===== src/sv/scd_pkg.sv =====
// Shared types, constants and helpers of the scan line color detector.
`default_nettype none
package scd_pkg;
	localparam int MAX_LINE_PIXELS = 1024;
	localparam int POS_W = $clog2(MAX_LINE_PIXELS + 1);
	localparam int ADDR_W = $clog2(MAX_LINE_PIXELS);
	localparam int CHAN_W = 8;
	localparam int SUM_W = CHAN_W + 2;
	localparam int LINE_W = 12;
	localparam int CFG_IDX_W = 3;
	localparam int CFG_DATA_W = 8;

	localparam logic [POS_W-1:0] POS_MAX = POS_W'(MAX_LINE_PIXELS);
	localparam logic [LINE_W-1:0] LINE_MAX = {LINE_W{1'b1}};

	// floor(sum / 3) as (sum * 683) >> 11, exact for sums up to 765
	localparam int AVG_MUL_W = 10;
	localparam logic [AVG_MUL_W-1:0] AVG_MUL = AVG_MUL_W'(683);
	localparam int AVG_SHIFT = 11;
	localparam int PROD_W = SUM_W + AVG_MUL_W;

	localparam logic [CFG_DATA_W-1:0] DARK_LIMIT_RST = 8'd15;
	localparam logic [CFG_DATA_W-1:0] BRIGHT_LIMIT_RST = 8'd235;
	localparam logic [CFG_DATA_W-1:0] GRAY_TOL_RST = 8'd3;
	localparam logic [CFG_DATA_W-1:0] COLOR_THR_RST = 8'd18;
	localparam logic [CFG_DATA_W-1:0] STEP_THR_RST = 8'd28;

	typedef enum logic [CFG_IDX_W-1:0] {
		REG_DARK_LIMIT = 3'd0,
		REG_BRIGHT_LIMIT = 3'd1,
		REG_GRAY_TOLERANCE = 3'd2,
		REG_COLOR_THRESHOLD = 3'd3,
		REG_STEP_THRESHOLD = 3'd4
	} scd_reg_t;

	typedef struct packed {
		logic [CFG_DATA_W-1:0] dark_limit;
		logic [CFG_DATA_W-1:0] bright_limit;
		logic [CFG_DATA_W-1:0] gray_tolerance;
		logic [CFG_DATA_W-1:0] color_threshold;
		logic [CFG_DATA_W-1:0] step_threshold;
	} scd_cfg_t;

	typedef struct packed {
		logic re;
		logic [ADDR_W-1:0] raddr;
		logic we;
		logic [ADDR_W-1:0] waddr;
		logic [CHAN_W-1:0] wdata;
	} scd_ram_req_t;

	function automatic logic [CHAN_W-1:0] abs_diff(input logic [CHAN_W-1:0] a,
		input logic [CHAN_W-1:0] b);
		abs_diff = (a > b) ? (a - b) : (b - a);
	endfunction
endpackage
`default_nettype wire


===== src/sv/scd_ifs.sv =====
// Valid/ready channel interfaces for pixels, line results and register writes.
`default_nettype none


interface scd_cfg_if;
	logic valid;
	logic ready;
	logic [scd_pkg::CFG_IDX_W-1:0] index;
	logic [scd_pkg::CFG_DATA_W-1:0] data;
	modport source (output valid, index, data, input ready);
	modport sink (input valid, index, data, output ready);
endinterface
`default_nettype wire


===== src/sv/scd_cfg_regs.sv =====
// Threshold register file written through the configuration channel.
`default_nettype none
module scd_cfg_regs (
	input wire logic clk,
	input wire logic arst_n,
	scd_cfg_if.sink cfg,
	output scd_pkg::scd_cfg_t regs
);
	import scd_pkg::*;

	scd_cfg_t regs_q;

	assign cfg.ready = 1'b1;
	assign regs = regs_q;

	always_ff @(posedge clk or negedge arst_n) begin
		if (!arst_n) begin
			regs_q.dark_limit <= DARK_LIMIT_RST;
			regs_q.bright_limit <= BRIGHT_LIMIT_RST;
			regs_q.gray_tolerance <= GRAY_TOL_RST;
			regs_q.color_threshold <= COLOR_THR_RST;
			regs_q.step_threshold <= STEP_THR_RST;
		end else if (cfg.valid) begin
			case (scd_reg_t'(cfg.index))
				REG_DARK_LIMIT: regs_q.dark_limit <= cfg.data;
				REG_BRIGHT_LIMIT: regs_q.bright_limit <= cfg.data;
				REG_GRAY_TOLERANCE: regs_q.gray_tolerance <= cfg.data;
				REG_COLOR_THRESHOLD: regs_q.color_threshold <= cfg.data;
				REG_STEP_THRESHOLD: regs_q.step_threshold <= cfg.data;
				default: ;
			endcase
		end
	end
endmodule
`default_nettype wire


===== src/flat_wrapper.sv =====
// flat-port wrapper written by rule: the top's interface ports become plain ports
module scd_cfg_regs_flat import scd_pkg::*;
  (clk, arst_n, regs, cfg_valid, cfg_index, cfg_data, cfg_ready);
  scd_cfg_if cfg_i ();
  input wire logic clk;
  input wire logic arst_n;
  output scd_pkg::scd_cfg_t regs;
  input wire logic [$bits(cfg_i.valid)-1:0] cfg_valid;
  input wire logic [$bits(cfg_i.index)-1:0] cfg_index;
  input wire logic [$bits(cfg_i.data)-1:0] cfg_data;
  output wire logic [$bits(cfg_i.ready)-1:0] cfg_ready;
  assign cfg_i.valid = cfg_valid;
  assign cfg_i.index = cfg_index;
  assign cfg_i.data = cfg_data;
  assign cfg_ready = cfg_i.ready;
  scd_cfg_regs u_core (.clk(clk), .arst_n(arst_n), .cfg(cfg_i), .regs(regs));
endmodule

===== config.mk =====
export PLATFORM = sky130hd
export DESIGN_NAME = scd_cfg_regs_flat
export DESIGN_NICKNAME = d
export VERILOG_FILES = /design/src/sv/scd_pkg.sv /design/src/sv/scd_ifs.sv /design/src/sv/scd_cfg_regs.sv /design/src/flat_wrapper.sv
export SDC_FILE = /design/constraint.sdc
export NUM_CORES = 1
export LEC_CHECK = 0
export BUFFER_PORTS_ARGS = -buffer_cell sky130_fd_sc_hd__buf_2
export CAP_MARGIN = 10
export CORE_MARGIN = 1.5
export CORE_UTILIZATION = 48
export DETAILED_ROUTE_END_ITERATION = 8
export PLACE_DENSITY = 0.85
export SYNTH_ARGS = -nofsm -noshare
export SYNTH_HDL_FRONTEND = slang
export SYNTH_SLANG_ARGS = --single-unit

===== constraint.sdc =====
create_clock -name clk -period 0.9 [get_ports clk]
set_input_delay 0.18 -clock clk [delete_from_list [all_inputs] [get_ports clk]]
set_output_delay 0.18 -clock clk [all_outputs]
set_load 0.005 [all_outputs]

Word level (Yosys, flattened, before mapping)
Index checks and enable logic that the tools add are counted.
- register bits after elaboration: 40
- latch bits: 0
- memory bits (writable): 0
- bits in read-only memories: 0
- bits of input ports: 14
- output and inout bits: 41
- logic and storage cells: 15
- memories kept: 0
- add/subtract/negate cells: 0
- multiply operators: 0
- divide/modulo/power cells: 0
- magnitude comparators: 0
- equal/unequal tests: 4
- shifts and indexed selects: 0
- mux-type cells: 0
- bitwise logic cells: 0
- reduce and logical (&&, ||, !) cells: 6
- operator list (kind ; count):
    AND reduction 2 bit ; 5
    equality test 3 x 2 -> 1 bit, second input constant ; 2
    equality test 3 x 1 -> 1 bit, second input constant ; 1
    equality test 3 bit, second input constant ; 1
    logical NOT 3 bit ; 1

Logic depth before layout (Yosys ltp)
- depth after elaboration: 2
- mapped depth: 3
- gate-level depth less buffers: 2

Least setup slack after synthesis
No wires, ideal clock.
- path kind: input to register
- from: in cfg_index[0]
- to: reg u_core.regs_q (netlist bit u_core.regs[36])
- setup time: 0.125 ns
- arrival time: 1.010 ns
- data required time: 0.775 ns
- path slack: -0.235 ns
- cell stages on the path: 2
- path buffers: 0
- cell sequence: nor4b_4 > mux2_2
- longest elaborated chain between the ends: 2
- ends and longest elaborated chain (element ; RTL line ; RTL):
    start, declared ; flat_wrapper.sv:9 ; input wire logic [$bits(cfg_i.index)-1:0] cfg_index;
    logical NOT 3 bit ; scd_cfg_regs.sv:24 ; case (scd_reg_t'(cfg.index))
    AND reduction 2 bit (no source line) ; -- ;
    end, declared ; scd_cfg_regs.sv:11 ; scd_cfg_t regs_q;
Every way passes these cells.
A chain may end at the register's enable or synchronous reset.

Final worst setup path
- from: reg u_core.regs_q (netlist bit u_core.regs[35])
- to: out regs[35] (netlist name)
- RTL lines (element ; RTL line ; RTL):
    end, declared ; flat_wrapper.sv:7 ; output scd_pkg::scd_cfg_t regs;
No word-level cell between the ends.

==> flow_summary.yaml <==
route:
  wl_per_cell_um: 17.5
  drc: 0
  drtIter0Drc: 21
  ant_nets: 0
  via_per_inst: 5.00
  wirelength_um: 3760
  num_vias: 1075
  firstDrtPassIters: 3
job:
  drv_cap: 0
global_route:
  top_usage_layer: "met2"
  grt_pass1_wl_um: 5490
  grt_use_total_pct: 21.5
  grt_pass1_vias: 1093
  overflow: 0
  grt_use_met3_pct: 8.01
  use_met1_pct: 27.2
  antenna_found_initial: 0
  grt_max_degree: 41
  met2_usage_pct: 33.9
clock_tree:
  clk-insertion-delay-late_ns: 0.35
  htreeDepth: 2
  clock_sinks: 40
  cts_tree: "yes"
  clock_path_buffers: 2
  clk_pin_slew_ns: 0.13
  clockRootBuffer: "clkbuf_4"
  cts_buffers: 5
layout:
  utilization_pct: 77.4
  drive_gt1_share_pct: 84.8
  final_nets: 184
  regArea_sq_mm: 0.00102
  largest_register_ffs: 40
  multi_input_area_sq_um: 634
  n_antenna_cell: 0
  nFillCells: 181
  syn2layout_area_growth_pct: 52.1
timing:
  fmax_mhz: 828
  clock_skew_ns: 0
  rsz0062_at_grt: "true"
  setup_violations: 41
  fin_crit_sh_pct: 134
  hold_viol_final: 0
  worst_slack_ns: -0.308
  maxSlewViolCount: 0
  hold_ws_ns: 0.119
  period_needed_ns: 1.21
worst_setup_path:
  cp_max_fo: 2
  crit_arrival_ns: 1.03
  critical_path.cell_chain: "buf_2"
  crit_family: "flip-flops"
  max_stage_delay_ns: 0.57
  worstPathRequired_ns: 0.72
  path_buf_inv: 1
  critPathLaunchType: "register"
  worst_setup_path_end_kind: "output port"
  crit_slowest_cell: "dfstp_2"
  worstSetupPathDepth: 1
  reg2reg_from: "u_core.regs[7]"
  r2r_cells: 2
  regToRegSetupSlack_ns: -0.01
  rr_endpoint: "u_core.regs[7]"
  criticalPathCategory: "reg2out"
die:
  row_count: 20
  start_util_pct: 50.9
  fp.dieW_um: 60.1
  die_area_sq_mm: 0.00362
  io_pins: 55
  die_h_um: 60.1
  core-area_sq_mm: 0.00308
hold_path:
  hold_start: "cfg_data[1]"
  hold_path_class: "in2reg"
  min_path_cells: 2
  min_to: "u_core.regs[25]"
logic_synthesis:
  ys_seq_elements: 40
  synth_commonest_cells: "mux2_2 (40), dfrtp_1 (23), dfstp_2 (17), buf_2 (3), and4bb_2 (2)"
  syn_avg_cell_area_sq_um: 17.4
  synth_top_area_cell: "dfrtp_1"
  synthArstFlopShare_pct: 100
  ys_seq_area_share_pct: 65.3
  syn_area_sq_mm: 0.00157
  synth_top_area_share_pct: 36.7
  synth_edf_count: 0
  synth_most_common_cell: "mux2_2"
  ys.flop_type: "dfrtp_1"
  synthCells: 90
  synth.distinct_cells: 10
  synth.area.top_cells: "dfrtp_1 (37%), mux2_2 (29%), dfstp_2 (29%)"
  synth_nets: 104
  ys_warn_count: 0
run_status:
  status: "finished with violations"
  violations: "negative setup slack"
power_and_ir_drop:
  leakagePower_nw: 1.15
  swShare_pct: 25.3
  power_frac_seq_pct: 48.0
  internal_power_mw: 3.99
  p_comb_share_pct: 29.6
  p_per_area_mw_per_mm2: 2250
  power_frac_clock_pct: 22.4
  p_switching_mw: 1.35
  worst_ir_drop_vdd_v: 0.00147
placed_design:
  dp_hpwl_um: 2350
  portBuffers: 53
  gp_congestion: 0.648
==> how the worst max path moves through the flow <==
stage | from | end | slack (ns)
5_1_grt | u_core.regs[35] | regs[35] | -0.36
3_3_place_gp | cfg_index[1] | u_core.regs[28] | -0.35
3_5_place_dp | cfg_index[1] | u_core.regs[26] | -0.38
6_report | u_core.regs[35] | regs[35] | -0.31
2_1_floorplan | cfg_index[0] | u_core.regs[36] | -0.23
4_1_cts | u_core.regs[35] | regs[35] | -0.31
==> cell type report <==
| type | instances | share of cell area (%) |
|---|---|---|
| Clock inverter | 3 | 1.94 |
| Sequential cell | 40 | 42.9 |
| Clock buffer | 5 | 1.58 |
| Multi-Input combinational cell | 46 | 26.6 |
| Tap cell | 44 | 2.31 |
| Timing Repair Buffer | 77 | 24.6 |
==> stage by stage <==
step                setup slack [ns]  total power, mW  std cells  area (sq um)  TNS, ns
global placement              -0.349             3.67        190          2070   -11.52
detailed placement            -0.376             3.73        190          2070   -12.27
finish                        -0.308             5.35        215          2380    -8.40
floorplan                     -0.235             3.11         90          1670    -5.22
CTS                           -0.314             5.13        211          2270    -9.00
global route                  -0.362             5.62        215          2380   -10.39
==> cell usage in the layout (no fill, tap or decap) <==
| cell | instances |
|---|---|
| and4bb_2 | 2 |
| mux2_2 | 14 |
| dfrtp_1 | 23 |
| conb_1 | 1 |
| bufinv_16 | 1 |
| buf_6 | 17 |
| nor4b_4 | 1 |
| nand4b_1 | 1 |
| clkbuf_4 | 5 |
| nor4bb_4 | 1 |
| buf_12 | 4 |
| clkinvlp_4 | 1 |
| buf_2 | 43 |
| inv_6 | 1 |
| mux2_4 | 26 |
| buf_4 | 12 |
| dlygate4sd3_1 | 1 |
| dfstp_2 | 17 |
==> power groups by stage <==
stage	Clock [mW]	Sequential, mW	Combinational [mW]
final	1.20	2.57	1.58
after floorplan	0	2.58	0.532
after global routing	1.30	2.61	1.70
after detailed placement	0	2.55	1.17
after global placement	0	2.54	1.13
after CTS	1.23	2.53	1.37
==> per-layer routing <==
layer / vias to the layer above / wire length (um) / part of all wire, %
met2: 35 / 1970 / 53
met1: 551 / 1540 / 41
met5: - / 0 / 0
li1: 481 / - / -
met3: 8 / 187 / 5.0
met4: 0 / 55 / 1.5
==> cells by family (layout without fill, tap and decap cells) <==
group / Yosys count / count (layout) / synth area share, %
buffers and inverters: 4 / 85 / 1.44
AND/OR/NAND/NOR: 5 / 5 / 4.31
flip-flops: 40 / 40 / 65.3
multiplexers: 40 / 40 / 28.8
other: 1 / 1 / 0.239
==> timing repair <==
item                                   CTS  global route
hold buffers                             1             0
gates resized for setup                  2            17
pin swaps                                0             1
buffers inserted                        12             8
setup endpoints to repair               41            49
endpoints found under the hold margin   35             0
Power figures use the tool's default switching activity.
