`src/sv/scd_pkg.sv`:
```
// Shared types, constants and helpers of the scan line color detector.
`default_nettype none
package scd_pkg;
	localparam int MAX_LINE_PIXELS = 1024;
	localparam int POS_W = $clog2(MAX_LINE_PIXELS + 1);
	localparam int ADDR_W = $clog2(MAX_LINE_PIXELS);
	localparam int CHAN_W = 8;
	localparam int SUM_W = CHAN_W + 2;
	localparam int LINE_W = 12;
	localparam int CFG_IDX_W = 3;
	localparam int CFG_DATA_W = 8;

	localparam logic [POS_W-1:0] POS_MAX = POS_W'(MAX_LINE_PIXELS);
	localparam logic [LINE_W-1:0] LINE_MAX = {LINE_W{1'b1}};

	// floor(sum / 3) as (sum * 683) >> 11, exact for sums up to 765
	localparam int AVG_MUL_W = 10;
	localparam logic [AVG_MUL_W-1:0] AVG_MUL = AVG_MUL_W'(683);
	localparam int AVG_SHIFT = 11;
	localparam int PROD_W = SUM_W + AVG_MUL_W;

	localparam logic [CFG_DATA_W-1:0] DARK_LIMIT_RST = 8'd15;
	localparam logic [CFG_DATA_W-1:0] BRIGHT_LIMIT_RST = 8'd235;
	localparam logic [CFG_DATA_W-1:0] GRAY_TOL_RST = 8'd3;
	localparam logic [CFG_DATA_W-1:0] COLOR_THR_RST = 8'd18;
	localparam logic [CFG_DATA_W-1:0] STEP_THR_RST = 8'd28;

	typedef enum logic [CFG_IDX_W-1:0] {
		REG_DARK_LIMIT = 3'd0,
		REG_BRIGHT_LIMIT = 3'd1,
		REG_GRAY_TOLERANCE = 3'd2,
		REG_COLOR_THRESHOLD = 3'd3,
		REG_STEP_THRESHOLD = 3'd4
	} scd_reg_t;

	typedef struct packed {
		logic [CFG_DATA_W-1:0] dark_limit;
		logic [CFG_DATA_W-1:0] bright_limit;
		logic [CFG_DATA_W-1:0] gray_tolerance;
		logic [CFG_DATA_W-1:0] color_threshold;
		logic [CFG_DATA_W-1:0] step_threshold;
	} scd_cfg_t;

	typedef struct packed {
		logic re;
		logic [ADDR_W-1:0] raddr;
		logic we;
		logic [ADDR_W-1:0] waddr;
		logic [CHAN_W-1:0] wdata;
	} scd_ram_req_t;

	function automatic logic [CHAN_W-1:0] abs_diff(input logic [CHAN_W-1:0] a,
		input logic [CHAN_W-1:0] b);
		abs_diff = (a > b) ? (a - b) : (b - a);
	endfunction
endpackage
`default_nettype wire

```
`src/sv/scd_ifs.sv`:
```
// Valid/ready channel interfaces for pixels, line results and register writes.
`default_nettype none
interface scd_pix_if;
	logic valid;
	logic ready;
	logic [scd_pkg::CHAN_W-1:0] red;
	logic [scd_pkg::CHAN_W-1:0] green;
	logic [scd_pkg::CHAN_W-1:0] blue;
	logic start_scan;
	logic last_in_line;
	modport source (output valid, red, green, blue, start_scan, last_in_line, input ready);
	modport sink (input valid, red, green, blue, start_scan, last_in_line, output ready);
endinterface

interface scd_res_if;
	logic valid;
	logic ready;
	logic line_has_color;
	logic [scd_pkg::LINE_W-1:0] line_index;
	logic line_done;
	modport source (output valid, line_has_color, line_index, line_done, input ready);
	modport sink (input valid, line_has_color, line_index, line_done, output ready);
endinterface

`default_nettype wire

```
`src/sv/scd_core.sv`:
```
// Two-stage pixel pipeline: address and average, then store compare, tests and result.
`default_nettype none
module scd_core (
	input wire logic clk,
	input wire logic arst_n,
	input wire scd_pkg::scd_cfg_t regs,
	scd_pix_if.sink pixel,
	scd_res_if.source result,
	output scd_pkg::scd_ram_req_t ram_req,
	input wire logic [scd_pkg::CHAN_W-1:0] ram_rdata
);
	import scd_pkg::*;

	// stage 0
	logic in_ready;
	logic in_xfer;
	logic [POS_W-1:0] pos_q;
	logic [POS_W-1:0] pos_use;
	logic [SUM_W-1:0] sum;
	logic [PROD_W-1:0] prod;
	logic [CHAN_W-1:0] avg;
	logic fwd_hit;

	// stage 1
	logic valid_s1;
	logic start_s1;
	logic last_s1;
	logic [CHAN_W-1:0] red_s1;
	logic [CHAN_W-1:0] green_s1;
	logic [CHAN_W-1:0] blue_s1;
	logic [CHAN_W-1:0] avg_s1;
	logic [POS_W-1:0] pos_s1;
	logic fwd_s1;
	logic [CHAN_W-1:0] fwd_data_s1;

	logic [CHAN_W-1:0] prev_avg_q;
	logic hit_q;
	logic first_q;
	logic [LINE_W-1:0] cnt_q;

	logic out_valid_q;
	logic out_color_q;
	logic [LINE_W-1:0] out_index_q;

	logic out_free;
	logic s1_adv;
	logic eff_hit;
	logic eff_first;
	logic [LINE_W-1:0] eff_cnt;
	logic in_store;
	logic [CHAN_W-1:0] old_entry;
	logic [CHAN_W-1:0] dev_r;
	logic [CHAN_W-1:0] dev_g;
	logic [CHAN_W-1:0] dev_b;
	logic step_hit;
	logic skip;
	logic color_hit;
	logic row_hit;
	logic proc;
	logic new_hit;

	assign out_free = !out_valid_q || result.ready;
	assign s1_adv = valid_s1 && (!last_s1 || out_free);
	assign in_ready = !valid_s1 || s1_adv;
	assign pixel.ready = in_ready;
	assign in_xfer = pixel.valid && in_ready;

	always_comb begin
		pos_use = pixel.start_scan ? '0 : pos_q;
		sum = SUM_W'(pixel.red) + SUM_W'(pixel.green) + SUM_W'(pixel.blue);
		prod = PROD_W'(sum) * PROD_W'(AVG_MUL);
		avg = prod[AVG_SHIFT +: CHAN_W];
	end

	always_comb begin
		eff_hit = start_s1 ? 1'b0 : hit_q;
		eff_first = start_s1 ? 1'b1 : first_q;
		eff_cnt = start_s1 ? '0 : cnt_q;
		in_store = pos_s1 < POS_MAX;
		old_entry = fwd_s1 ? fwd_data_s1 : ram_rdata;
		dev_r = abs_diff(red_s1, avg_s1);
		dev_g = abs_diff(green_s1, avg_s1);
		dev_b = abs_diff(blue_s1, avg_s1);
		step_hit = (pos_s1 != '0) && (abs_diff(avg_s1, prev_avg_q) > regs.step_threshold);
		skip = (avg_s1 < regs.dark_limit)
			|| !((dev_r > regs.gray_tolerance) || (dev_g > regs.gray_tolerance)
				|| (dev_b > regs.gray_tolerance))
			|| (avg_s1 > regs.bright_limit);
		color_hit = (dev_r > regs.color_threshold) || (dev_g > regs.color_threshold)
			|| (dev_b > regs.color_threshold);
		row_hit = !eff_first && in_store
			&& (abs_diff(old_entry, avg_s1) > regs.step_threshold);
		proc = !eff_hit;
		new_hit = eff_hit || (proc && (step_hit || (!skip && (color_hit || row_hit))));
	end

	always_comb begin
		ram_req.re = in_xfer;
		ram_req.raddr = pos_use[ADDR_W-1:0];
		ram_req.we = s1_adv && proc && !step_hit && in_store;
		ram_req.waddr = pos_s1[ADDR_W-1:0];
		ram_req.wdata = avg_s1;
		fwd_hit = ram_req.we && (ram_req.waddr == ram_req.raddr);
	end

	always_ff @(posedge clk or negedge arst_n) begin
		if (!arst_n) begin
			pos_q <= '0;
			valid_s1 <= 1'b0;
		end else begin
			if (in_xfer) begin
				if (pixel.last_in_line) begin
					pos_q <= '0;
				end else if (pos_use < POS_MAX) begin
					pos_q <= pos_use + POS_W'(1);
				end else begin
					pos_q <= pos_use;
				end
			end
			if (in_xfer) begin
				valid_s1 <= 1'b1;
			end else if (s1_adv) begin
				valid_s1 <= 1'b0;
			end
		end
	end

	always_ff @(posedge clk) begin
		if (in_xfer) begin
			start_s1 <= pixel.start_scan;
			last_s1 <= pixel.last_in_line;
			red_s1 <= pixel.red;
			green_s1 <= pixel.green;
			blue_s1 <= pixel.blue;
			avg_s1 <= avg;
			pos_s1 <= pos_use;
			fwd_s1 <= fwd_hit;
			fwd_data_s1 <= ram_req.wdata;
		end
	end

	always_ff @(posedge clk or negedge arst_n) begin
		if (!arst_n) begin
			prev_avg_q <= '0;
			hit_q <= 1'b0;
			first_q <= 1'b1;
			cnt_q <= '0;
		end else if (s1_adv) begin
			if (proc && !step_hit) begin
				prev_avg_q <= avg_s1;
			end
			if (last_s1) begin
				hit_q <= 1'b0;
				first_q <= 1'b0;
				cnt_q <= (eff_cnt < LINE_MAX) ? eff_cnt + LINE_W'(1) : eff_cnt;
			end else begin
				hit_q <= new_hit;
				first_q <= eff_first;
				cnt_q <= eff_cnt;
			end
		end
	end

	always_ff @(posedge clk or negedge arst_n) begin
		if (!arst_n) begin
			out_valid_q <= 1'b0;
		end else if (s1_adv && last_s1) begin
			out_valid_q <= 1'b1;
		end else if (result.ready) begin
			out_valid_q <= 1'b0;
		end
	end

	always_ff @(posedge clk) begin
		if (s1_adv && last_s1) begin
			out_color_q <= new_hit;
			out_index_q <= eff_cnt;
		end
	end

	assign result.valid = out_valid_q;
	assign result.line_has_color = out_color_q;
	assign result.line_index = out_index_q;
	assign result.line_done = 1'b1;

`ifndef SYNTHESIS
	a_write_only_on_advance: assert property (@(posedge clk) disable iff (!arst_n)
		ram_req.we |-> s1_adv)
		else $error("row store written without stage advance");
	a_stall_means_busy: assert property (@(posedge clk) disable iff (!arst_n)
		!in_ready |-> (valid_s1 && last_s1 && out_valid_q))
		else $error("input stalled with no pending line result");
	a_result_from_line_end: assert property (@(posedge clk) disable iff (!arst_n)
		$rose(out_valid_q) |-> $past(s1_adv && last_s1))
		else $error("result raised without a line end");
	a_pos_bound: assert property (@(posedge clk) disable iff (!arst_n)
		pos_q <= POS_MAX)
		else $error("pixel position beyond line store");
`endif
endmodule
`default_nettype wire

```
`src/flat_wrapper.sv`:
```
// flat-port wrapper written by rule: the top's interface ports become plain ports
module scd_core_flat import scd_pkg::*;
  (clk, arst_n, regs, ram_req, ram_rdata, pixel_valid, pixel_red, pixel_green, pixel_blue, pixel_start_scan, pixel_last_in_line, pixel_ready, result_valid, result_line_has_color, result_line_index, result_line_done, result_ready);
  scd_pix_if pixel_i ();
  scd_res_if result_i ();
  input wire logic clk;
  input wire logic arst_n;
  input wire scd_pkg::scd_cfg_t regs;
  output scd_pkg::scd_ram_req_t ram_req;
  input wire logic [scd_pkg::CHAN_W-1:0] ram_rdata;
  input wire logic [$bits(pixel_i.valid)-1:0] pixel_valid;
  input wire logic [$bits(pixel_i.red)-1:0] pixel_red;
  input wire logic [$bits(pixel_i.green)-1:0] pixel_green;
  input wire logic [$bits(pixel_i.blue)-1:0] pixel_blue;
  input wire logic [$bits(pixel_i.start_scan)-1:0] pixel_start_scan;
  input wire logic [$bits(pixel_i.last_in_line)-1:0] pixel_last_in_line;
  output wire logic [$bits(pixel_i.ready)-1:0] pixel_ready;
  output wire logic [$bits(result_i.valid)-1:0] result_valid;
  output wire logic [$bits(result_i.line_has_color)-1:0] result_line_has_color;
  output wire logic [$bits(result_i.line_index)-1:0] result_line_index;
  output wire logic [$bits(result_i.line_done)-1:0] result_line_done;
  input wire logic [$bits(result_i.ready)-1:0] result_ready;
  assign pixel_i.valid = pixel_valid;
  assign pixel_i.red = pixel_red;
  assign pixel_i.green = pixel_green;
  assign pixel_i.blue = pixel_blue;
  assign pixel_i.start_scan = pixel_start_scan;
  assign pixel_i.last_in_line = pixel_last_in_line;
  assign pixel_ready = pixel_i.ready;
  assign result_valid = result_i.valid;
  assign result_line_has_color = result_i.line_has_color;
  assign result_line_index = result_i.line_index;
  assign result_line_done = result_i.line_done;
  assign result_i.ready = result_ready;
  scd_core u_core (.clk(clk), .arst_n(arst_n), .regs(regs), .pixel(pixel_i), .result(result_i), .ram_req(ram_req), .ram_rdata(ram_rdata));
endmodule
```
`config.mk`:
```
export PLATFORM = sky130hd
export DESIGN_NAME = scd_core_flat
export DESIGN_NICKNAME = d
export VERILOG_FILES = /design/src/sv/scd_pkg.sv /design/src/sv/scd_ifs.sv /design/src/sv/scd_core.sv /design/src/flat_wrapper.sv
export SDC_FILE = /design/constraint.sdc
export NUM_CORES = 1
export LEC_CHECK = 0
export BUFFER_PORTS_ARGS = -buffer_cell sky130_fd_sc_hd__buf_2
export CELL_PAD_IN_SITES_DETAIL_PLACEMENT = 1
export CELL_PAD_IN_SITES_GLOBAL_PLACEMENT = 1
export CORE_ASPECT_RATIO = 1.1
export CORE_MARGIN = 2
export CORE_UTILIZATION = 35
export CTS_CLUSTER_SIZE = 28
export DETAILED_ROUTE_END_ITERATION = 10
export PLACE_DENSITY = 0.69
export SLEW_MARGIN = 40
export SYNTH_ARGS = -nofsm -noshare
export SYNTH_HDL_FRONTEND = slang
export SYNTH_SLANG_ARGS = --single-unit
```
`constraint.sdc`:
```
create_clock -name clk -period 10.2 [get_ports clk]
set_clock_uncertainty 0.05 [all_clocks]
set_input_delay 0.51 -clock clk [delete_from_list [all_inputs] [get_ports clk]]
set_output_delay 0.51 -clock clk [all_outputs]
set_load 0.05 [all_outputs]
```
# == After elaboration in Yosys (flattened, before gate mapping) ==
# Cells that the tools add are included.
# classes
n_addsub,14
n_mul,1
div,0
magnitude_cmp,18
eq_ne,1
n_shift,0
n_mux,20
bitwise_logic,0
n_reduce_logical,37
# ops
op,count
> comparator 8 bit,14
subtractor 8 bit,10
2-to-1 mux 8 bit,6
2-to-1 mux 12 bit,3
2-to-1 mux 11 bit,3
"< comparator 11 bit, second input constant",2
"multiplier 10 x 10 -> 19 bit, second input constant",1
logical AND 1 bit,13
"adder 12 x 1 -> 12 bit, second input constant",1
logical OR 1 bit,12
"< comparator 12 bit, second input constant",1
"adder 11 x 1 -> 11 bit, second input constant",1
nonzero test 11 bit,1
adder 10 x 8 -> 10 bit,1
equality test 10 bit,1
adder 8 x 8 -> 9 bit,1
logical NOT 1 bit,8
< comparator 8 bit,1
2-to-1 mux 1 bit,8
nonzero test 2 bit,2
AND reduction 2 bit,1
# totals
ff_bits,102
latchBits,0
mem_bits_rw,0
mem_bits_ro,0
in_bits,78
output_inout_bits,46
elab_cells,109
n_memories,0

# == Longest topological paths before layout ==
# Gate-level depths: netlist (run 1).
# depth
ltp_word,14
mapped_depth,31
depth_no_buf,31

# == Worst setup path before layout (run 1) ==
# No wires, ideal clock.
# synth_path
kind,input -> register
startpoint,input port pixel_green[0]
endpoint,"register u_core.avg_s1[6], data pin"
setup_time_ns,0.258
arrival_ns,6.566
required_time_ns,9.892
slack_ns,3.327
cell_stages,30
path_buffers,0
path_cell_list,ha_1 inv_1 fa_1 nor2b_1 o21ai_0 a21boi_0 o21ai_0 nor2b_1 xnor2_1 ha_1 o21ai_0 nand2b_1 a21oi_1 xnor2_1 ha_1 ha_1 fa_1 fa_1 inv_1 fa_1 inv_1 ha_1 a21oi_1 nand2_1 a221o_1 a221oi_1 a211oi_1 o21a_1 nor2_1 xnor2_1
# synth_via
elab_chain_cells,3
# synth_lines
element,line,text
"start, declared",flat_wrapper.sv:13,input wire logic [$bits(pixel_i.green)-1:0] pixel_green;
adder 8 x 8 -> 9 bit,scd_core.sv:70,sum = SUM_W'(pixel.red) + SUM_W'(pixel.green) + SUM_W'(pixel.blue);
adder 10 x 8 -> 10 bit,scd_core.sv:70,
multiplier 10 x 10 -> 19 bit,scd_core.sv:71,prod = PROD_W'(sum) * PROD_W'(AVG_MUL);
named net u_core.prod[17],scd_core.sv:20,logic [PROD_W-1:0] prod;
"end signal, assigned",scd_core.sv:135,avg_s1 <= avg;
"end, declared",scd_core.sv:31,logic [CHAN_W-1:0] avg_s1;
# The timed path passes the listed nets, and every way through them passes these cells.
# A chain may end at the register's enable or synchronous reset.

# == Worst setup path in the final report (run 1) ==
# Same ends and word-level chain as after synthesis.

==> run_summary.xml, run 1 <==
<?xml version="1.0" encoding="UTF-8"?>
<metrics>
  <group name="die">
    <metric name="coreArea" unit="sq um">32100</metric>
    <metric name="io-pin-count" unit="">124</metric>
    <metric name="rows" unit="">69</metric>
    <metric name="floorplan.die.width" unit="microns">176</metric>
    <metric name="die_area" unit="sq um">34000</metric>
    <metric name="initial_utilization" unit="">0.354</metric>
    <metric name="die_height" unit="microns">193</metric>
  </group>
  <group name="drt">
    <metric name="wl_per_cell" unit="microns">18.2</metric>
    <metric name="drtAntennaViolNets" unit="">0</metric>
    <metric name="remaining_drc_errors" unit="">0</metric>
    <metric name="route.vias.total" unit="">8953</metric>
    <metric name="first_iter_violations" unit="">353</metric>
    <metric name="vias_per_cell" unit="">5.17</metric>
    <metric name="drtPass1Iterations" unit="">4</metric>
    <metric name="routed_wl" unit="mm">31.6</metric>
  </group>
  <group name="timing">
    <metric name="worst_slew_pin_slew" unit="ns">0.783</metric>
    <metric name="fmax" unit="MHz">135</metric>
    <metric name="slew_headroom" unit="">0.473</metric>
    <metric name="period_minus_slack" unit="ns">7.40</metric>
    <metric name="timing.final.hold_violations" unit="">0</metric>
    <metric name="slew_violations" unit="">0</metric>
    <metric name="setup_total_negative_slack" unit="ns">0</metric>
    <metric name="period_share" unit="">0.725</metric>
    <metric name="final-setup-viol-count" unit="">0</metric>
    <metric name="rsz0062_at_grt" unit="">no</metric>
  </group>
  <group name="synth">
    <metric name="post_synth_instance_area" unit="sq um">11400</metric>
    <metric name="yosys_warnings" unit="">0</metric>
    <metric name="ys_async_sr_fraction" unit="">0.343</metric>
    <metric name="seq_area_frac_synth" unit="">0.254</metric>
    <metric name="post_synth_num_cell_types" unit="">75</metric>
    <metric name="postSynthAreaPerCell" unit="sq um">9.50</metric>
    <metric name="synth_edf_count" unit="">67</metric>
    <metric name="synth_fp_nets" unit="">1538</metric>
    <metric name="syn_inst" unit="">1197</metric>
    <metric name="ys_seq_elements" unit="">102</metric>
    <metric name="synth_flop_cell" unit="">edfxtp_1</metric>
  </group>
  <group name="finish">
    <metric name="drive_gt1_frac" unit="">0.138</metric>
    <metric name="flow.area_growth_from_synthesis" unit="%">11.3</metric>
    <metric name="final_nets" unit="">1642</metric>
    <metric name="most-common-layout-cells" unit="">ha_1 (232), inv_1 (157), buf_2 (121)</metric>
    <metric name="final_common_cell" unit="">ha_1</metric>
  </group>
  <group name="place">
    <metric name="routabilityCongestion" unit="">0.867</metric>
    <metric name="dp_hpwl" unit="mm">26.1</metric>
    <metric name="port_buffers" unit="">122</metric>
  </group>
  <group name="clock_tree">
    <metric name="cts-resized-gates" unit="">0</metric>
    <metric name="cts_sinks" unit="">102</metric>
    <metric name="hold_buffers" unit="">0</metric>
    <metric name="clock_path_buffers" unit="">2</metric>
    <metric name="postCtsSetupBuffers" unit="">0</metric>
    <metric name="cts_inserted_buffers" unit="">9</metric>
    <metric name="cts_max_level" unit="">3</metric>
    <metric name="root_buffer" unit="">clkbuf_16</metric>
    <metric name="clk-insertion-delay-late" unit="ns">0.37</metric>
    <metric name="clkTransAtPathRegs" unit="ns">0.08</metric>
    <metric name="tritoncts_clock_tree" unit="">yes</metric>
  </group>
  <group name="worst_setup_path">
    <metric name="timing.critical_path.required" unit="ns">10.27</metric>
    <metric name="r2r_cells" unit="">18</metric>
    <metric name="critical_path.slowest_cell" unit="">fa_1</metric>
    <metric name="critical_path_peak_fanout" unit="">4</metric>
    <metric name="critical_path.endpoint_type" unit="">flop</metric>
    <metric name="worstSetupPathType" unit="">primary input to flop</metric>
    <metric name="cpMostUsedCell" unit="">ha_1</metric>
    <metric name="critical_path_arrival" unit="ns">7.47</metric>
    <metric name="cp-start-kind" unit="">primary input</metric>
    <metric name="delay_of_the_slowest_cell_on_the_worst_path" unit="ns">0.52</metric>
  </group>
  <group name="grt">
    <metric name="vias_in_the_first_global_route" unit="">9776</metric>
    <metric name="antenna_found_initial" unit="">1</metric>
    <metric name="grt_max_degree" unit="">62</metric>
    <metric name="gr-total-overflow" unit="">0</metric>
    <metric name="total_routing_usage_gr" unit="">0.191</metric>
    <metric name="grt_pass1_wl" unit="mm">50.9</metric>
  </group>
  <group name="worst_hold_path">
    <metric name="worstHoldPathType" unit="">primary input to async pin</metric>
  </group>
  <group name="flow_run">
    <metric name="timing.max_cap.violations" unit="">0</metric>
  </group>
  <group name="status">
    <metric name="outcome" unit="">finished clean</metric>
  </group>
</metrics>
[layer usage]
metal | GRT usage | share of wire | vias to the layer above
met5 | 0 | 0 | -
met4 | 0.0680 | 0.024 | 0
met3 | 0.0147 | 0.017 | 37
met2 | 0.350 | 0.51 | 114
met1 | 0.237 | 0.45 | 4398
li1 | - | - | 4404
[final cells by class]
| class | count | area, sq um |
|---|---|---|
| Fill cell | 3782 | 19500 |
| Multi-Input combinational cell | 897 | 7650 |
| Sequential cell | 102 | 2890 |
| Timing Repair Buffer | 133 | 708 |
| Inverter | 158 | 593 |
| Tap cell | 426 | 533 |
| Clock buffer | 10 | 229 |
| Clock inverter | 6 | 55.1 |
| Antenna cell | 1 | 2.50 |
[state kept, by name (all words and copies together), names as in the netlist]
signal and count:
u_core.result.line_index 12, u_core.hit_q 1, u_core.valid_s1 1, u_core.last_s1 1
u_core.first_q 1, u_core.pos_s1 11, u_core.result.line_has_color 1, u_core.red_s1 8
u_core.result.valid 1, u_core.avg_s1 8, u_core.blue_s1 8, u_core.pos_q 11
u_core.fwd_s1 1, u_core.fwd_data_s1 8, u_core.green_s1 8, u_core.prev_avg_q 8
u_core.start_s1 1, u_core.cnt_q 12
[cells by family (layout without fill, tap and decap cells)]
group,Yosys count,in the layout,share of synthesized area
xor+xnor,76,76,0.0585
mux,44,44,0.0405
buf+inv,198,307,0.0743
simple gates,269,269,0.123
compound gates,244,244,0.139
fa+ha+maj,263,263,0.310
other cells,1,2,0.000330
flops,102,102,0.254
[worst paths after layout]
kind / end / from / slack [ns]
max: u_core.avg_s1[6] / pixel_green[0] / 2.80
min: u_core.cnt_q[4] / arst_n / 0.05
max reg2reg: u_core.hit_q / u_core.avg_s1[0] / 4.15
min reg2reg: u_core.hit_q / u_core.hit_q / 0.46
max in group asynchronous: u_core.first_q / arst_n / 9.69
min in group clk: u_core.green_s1[3] / pixel_green[3] / 0.29
[stage by stage]
| step | std cells | worst slack [ns] | util | instance area, sq um | hold WS [ns] |
|---|---|---|---|---|---|
| 3_3_place_gp | 1715 | 2.71 | 0.384 | 12300 | 0.430 |
| 6_report | 1733 | 2.80 | 0.394 | 12700 | 0.0462 |
| 4_1_cts | 1731 | 2.85 | 0.393 | 12600 | 0.0644 |
| 3_5_place_dp | 1715 | 2.48 | 0.385 | 12300 | 0.444 |
| 2_1_floorplan | 1197 | 3.33 | - | 11400 | 0.164 |
| 5_1_grt | 1733 | 2.17 | 0.394 | 12700 | 0.0899 |
[critical path: cells and delay by family]
family          cells  cell delay [ns]
xor+xnor            3             0.39
simple gates        5             0.55
compound gates     10             2.36
fa+ha+maj           9             3.38
buf+inv             4             0.25
[Yosys cell counts (all sizes together), types with 29 or more instances]
cell | n | share of area
nand2 | 60 | 0.020
buf | 29 | 0.018
fa | 31 | 0.055
a21oi | 64 | 0.028
o21ai | 66 | 0.029
inv | 157 | 0.052
xnor2 | 48 | 0.037
nor2b | 38 | 0.021
mux2i | 31 | 0.027
dfrtp | 34 | 0.075
edfxtp | 67 | 0.18
nor2 | 43 | 0.014
ha | 232 | 0.26
Power of run 1 is not shown: default switching activity piles up to over one toggle a cycle in this logic, so the estimate is an artifact.
==> inputs of run 2 (changes only) <==
- ABC_AREA: not set -> 1
- PLACE_DENSITY: 0.69 -> 0.73
- clock period: 10.2 -> 6.5 ns (I/O delays scaled with it)
==> run_summary.xml, run 2 <==
<?xml version="1.0" encoding="UTF-8"?>
<metrics>
  <group name="status">
    <metric name="outcome" unit="">finished clean</metric>
  </group>
  <group name="timing">
    <metric name="fmax" unit="MHz">164</metric>
    <metric name="final.hold.worst_slack" unit="ns">0.103</metric>
    <metric name="period_minus_slack" unit="ns">6.08</metric>
    <metric name="timing.final.hold_violations" unit="">0</metric>
    <metric name="slew_violations" unit="">0</metric>
    <metric name="period_share" unit="">0.935</metric>
    <metric name="worst_slew_pin_slew" unit="ns">0.697</metric>
    <metric name="final-setup-viol-count" unit="">0</metric>
    <metric name="slew_headroom" unit="">0.535</metric>
  </group>
  <group name="drt">
    <metric name="wl_per_cell" unit="microns">16.9</metric>
    <metric name="route.vias.total" unit="">10400</metric>
    <metric name="drtPass1Iterations" unit="">4</metric>
    <metric name="vias_per_cell" unit="">4.96</metric>
    <metric name="drtAntennaViolNets" unit="">0</metric>
    <metric name="routed_wl" unit="mm">35.5</metric>
    <metric name="first_iter_violations" unit="">311</metric>
    <metric name="remaining_drc_errors" unit="">0</metric>
  </group>
  <group name="synth">
    <metric name="synth_common_cells" unit="">nand2_1 (324), inv_1 (297), ha_1 (232)</metric>
    <metric name="synth_most_common_cell" unit="">nand2_1</metric>
    <metric name="dominant_combinational_cell_family_by_area_after_synthesis" unit="">adder cells</metric>
    <metric name="cell_taking_the_most_area_after_synthesis" unit="">ha_1</metric>
    <metric name="yosys_warnings" unit="">0</metric>
    <metric name="syn_inst" unit="">1552</metric>
    <metric name="leading_post_synthesis_cells_by_cell_area" unit="">ha_1 (24%), edfxtp_1 (16%), nand2_1 (9.9%)</metric>
    <metric name="synthAdderAreaFrac" unit="">0.287</metric>
    <metric name="seq_area_frac_synth" unit="">0.236</metric>
    <metric name="post_synth_instance_area" unit="sq um">12300</metric>
    <metric name="synth_mux_area_frac" unit="">0.000918</metric>
    <metric name="synth_compound_area_frac" unit="">0.115</metric>
    <metric name="post_synth_num_cell_types" unit="">61</metric>
    <metric name="synth_edf_count" unit="">67</metric>
    <metric name="ys_async_sr_fraction" unit="">0.343</metric>
    <metric name="ys_seq_elements" unit="">102</metric>
    <metric name="post_synth_xor_area_fraction" unit="">0.0620</metric>
    <metric name="synth_fp_nets" unit="">1893</metric>
    <metric name="netlist.area_leader.share" unit="">0.237</metric>
    <metric name="postSynthAreaPerCell" unit="sq um">7.90</metric>
    <metric name="synth_simple_gate_area_share" unit="">0.184</metric>
    <metric name="synth_flop_cell" unit="">edfxtp_1</metric>
  </group>
  <group name="grt">
    <metric name="grt_pass1_wl" unit="mm">57.5</metric>
    <metric name="antenna_found_initial" unit="">3</metric>
    <metric name="grt_max_degree" unit="">49</metric>
    <metric name="total_routing_usage_gr" unit="">0.198</metric>
    <metric name="gr-total-overflow" unit="">0</metric>
    <metric name="vias_in_the_first_global_route" unit="">11300</metric>
  </group>
  <group name="die">
    <metric name="die_height" unit="microns">200</metric>
    <metric name="floorplan.die.width" unit="microns">183</metric>
    <metric name="initial_utilization" unit="">0.357</metric>
    <metric name="die_area" unit="sq um">36600</metric>
    <metric name="io-pin-count" unit="">124</metric>
    <metric name="coreArea" unit="sq um">34400</metric>
    <metric name="rows" unit="">71</metric>
  </group>
  <group name="place">
    <metric name="routabilityCongestion" unit="">0.885</metric>
    <metric name="dp_hpwl" unit="mm">29.9</metric>
    <metric name="port_buffers" unit="">122</metric>
  </group>
  <group name="finish">
    <metric name="flow.area_growth_from_synthesis" unit="%">10.9</metric>
    <metric name="layout.filler_cells" unit="">4257</metric>
    <metric name="multi_input_combinational_cell_area" unit="sq um">8000</metric>
    <metric name="final_nets" unit="">2000</metric>
    <metric name="register_area" unit="sq um">2890</metric>
    <metric name="drive_gt1_frac" unit="">0.125</metric>
    <metric name="final_common_cell" unit="">nand2_1</metric>
    <metric name="most-common-layout-cells" unit="">nand2_1 (322), inv_1 (296), ha_1 (231)</metric>
  </group>
  <group name="clock_tree">
    <metric name="root_buffer" unit="">clkbuf_16</metric>
    <metric name="cts_inserted_buffers" unit="">9</metric>
    <metric name="cts_sinks" unit="">102</metric>
    <metric name="cts_max_level" unit="">3</metric>
    <metric name="clk-insertion-delay-late" unit="ns">0.37</metric>
    <metric name="clkTransAtPathRegs" unit="ns">0.07</metric>
    <metric name="tritoncts_clock_tree" unit="">yes</metric>
    <metric name="postCtsSetupBuffers" unit="">0</metric>
    <metric name="clock_path_buffers" unit="">2</metric>
  </group>
  <group name="worst_setup_path">
    <metric name="cpMostUsedCell" unit="">inv_1</metric>
    <metric name="delay_of_the_slowest_cell_on_the_worst_path" unit="ns">0.52</metric>
    <metric name="critical_path_arrival" unit="ns">6.15</metric>
    <metric name="critical_path.slowest_cell" unit="">fa_1</metric>
    <metric name="worstPathBufferInverterCount" unit="">7</metric>
    <metric name="critical_path.endpoint_type" unit="">flop</metric>
    <metric name="cp-start-kind" unit="">primary input</metric>
    <metric name="timing.critical_path.required" unit="ns">6.57</metric>
    <metric name="critical_path_peak_fanout" unit="">4</metric>
    <metric name="crit_family" unit="">adder cells</metric>
    <metric name="worstSetupPathType" unit="">primary input to flop</metric>
  </group>
  <group name="flow_run">
    <metric name="timing.max_cap.violations" unit="">0</metric>
  </group>
  <group name="worst_hold_path">
    <metric name="worstHoldPathType" unit="">primary input to flop</metric>
  </group>
</metrics>
run 2: layer usage:
layer / up-vias / global-route usage / wire length, microns
met3: 63 / 0.0224 / 1140
met4: 2 / 0.0677 / 975
met1: 4987 / 0.237 / 15300
met2: 163 / 0.364 / 18100
met5: - / 0 / 7
li1: 5225 / - / -
run 2: path summary, 6_finish.rpt:
path                                      end  slack, ns  cells after the start        startpoint
min                        u_core.green_s1[0]       0.10                      1    pixel_green[0]
min reg2reg                      u_core.hit_q       0.44                      2      u_core.hit_q
min in group asynchronous     u_core.cnt_q[4]       0.42                      2            arst_n
max reg2reg                     u_core.fwd_s1       1.95                     21  u_core.avg_s1[0]
max in group asynchronous     u_core.valid_s1       5.61                      2            arst_n
max                          u_core.avg_s1[0]       0.42                     32      pixel_red[0]
run 2: cell type report:
| class | instances | area share |
|---|---|---|
| multi-input combinational | 1106 | 0.588 |
| tap | 438 | 0.0403 |
| inverter | 306 | 0.0852 |
| timing repair buffer | 134 | 0.0519 |
| antenna | 2 | 0.000368 |
| sequential | 102 | 0.212 |
| clock buffer | 9 | 0.0166 |
| clock inverter | 7 | 0.00543 |
run 2: worst reg2reg max path: stages, from the launching register on:
cell and delay, ns:
edfxtp_1 0.64, inv_1 0.49, ha_1 0.26, inv_1 0.06, fa_1 0.35, inv_1 0.10, o21ai_1 0.11, nand2_1 0.09
o211ai_2 0.10, nand2_4 0.13, inv_2 0.08, nand2_1 0.06, nand2_1 0.06, xnor2_1 0.14, inv_1 0.06, ha_1 0.32
nand4_1 0.11, nor3_1 0.38, a21oi_1 0.08, nand2_1 0.12, nand3_2 0.28, nor3_2 0.30
run 2: logic make-up (layout without fill, tap and decap cells):
| group | Yosys count | count (layout) |
|---|---|---|
| buffers and inverters | 344 | 456 |
| xor gates and xnor gates | 86 | 86 |
| and+or+nand+nor | 507 | 507 |
| adders and majority gates | 263 | 263 |
| muxes | 1 | 1 |
| other | 1 | 3 |
| DFF | 102 | 102 |
| AOI/OAI and AO/OA | 248 | 248 |
run 2: stage by stage:
step,worst slack (ns),instances,cell area [sq um],util,setup TNS [ns]
global route,-0.0137,2103,13600,0.396,-0.0137
finish,0.419,2104,13600,0.396,0
detailed placement,-0.149,2085,13300,0.385,-0.529
CTS,0.241,2102,13600,0.394,0
floorplan,0.397,1552,12300,-,0
global placement,0.0673,2085,13300,0.385,0
run 2: timing repair:
action / in CTS / in global routing
endpoints found under the setup margin: 0 / 8
gates resized for setup: 0 / 8
hold buffers: 1 / 0
hold endpoints to repair: 34 / 0
Power of run 2 is left out for the same reason.
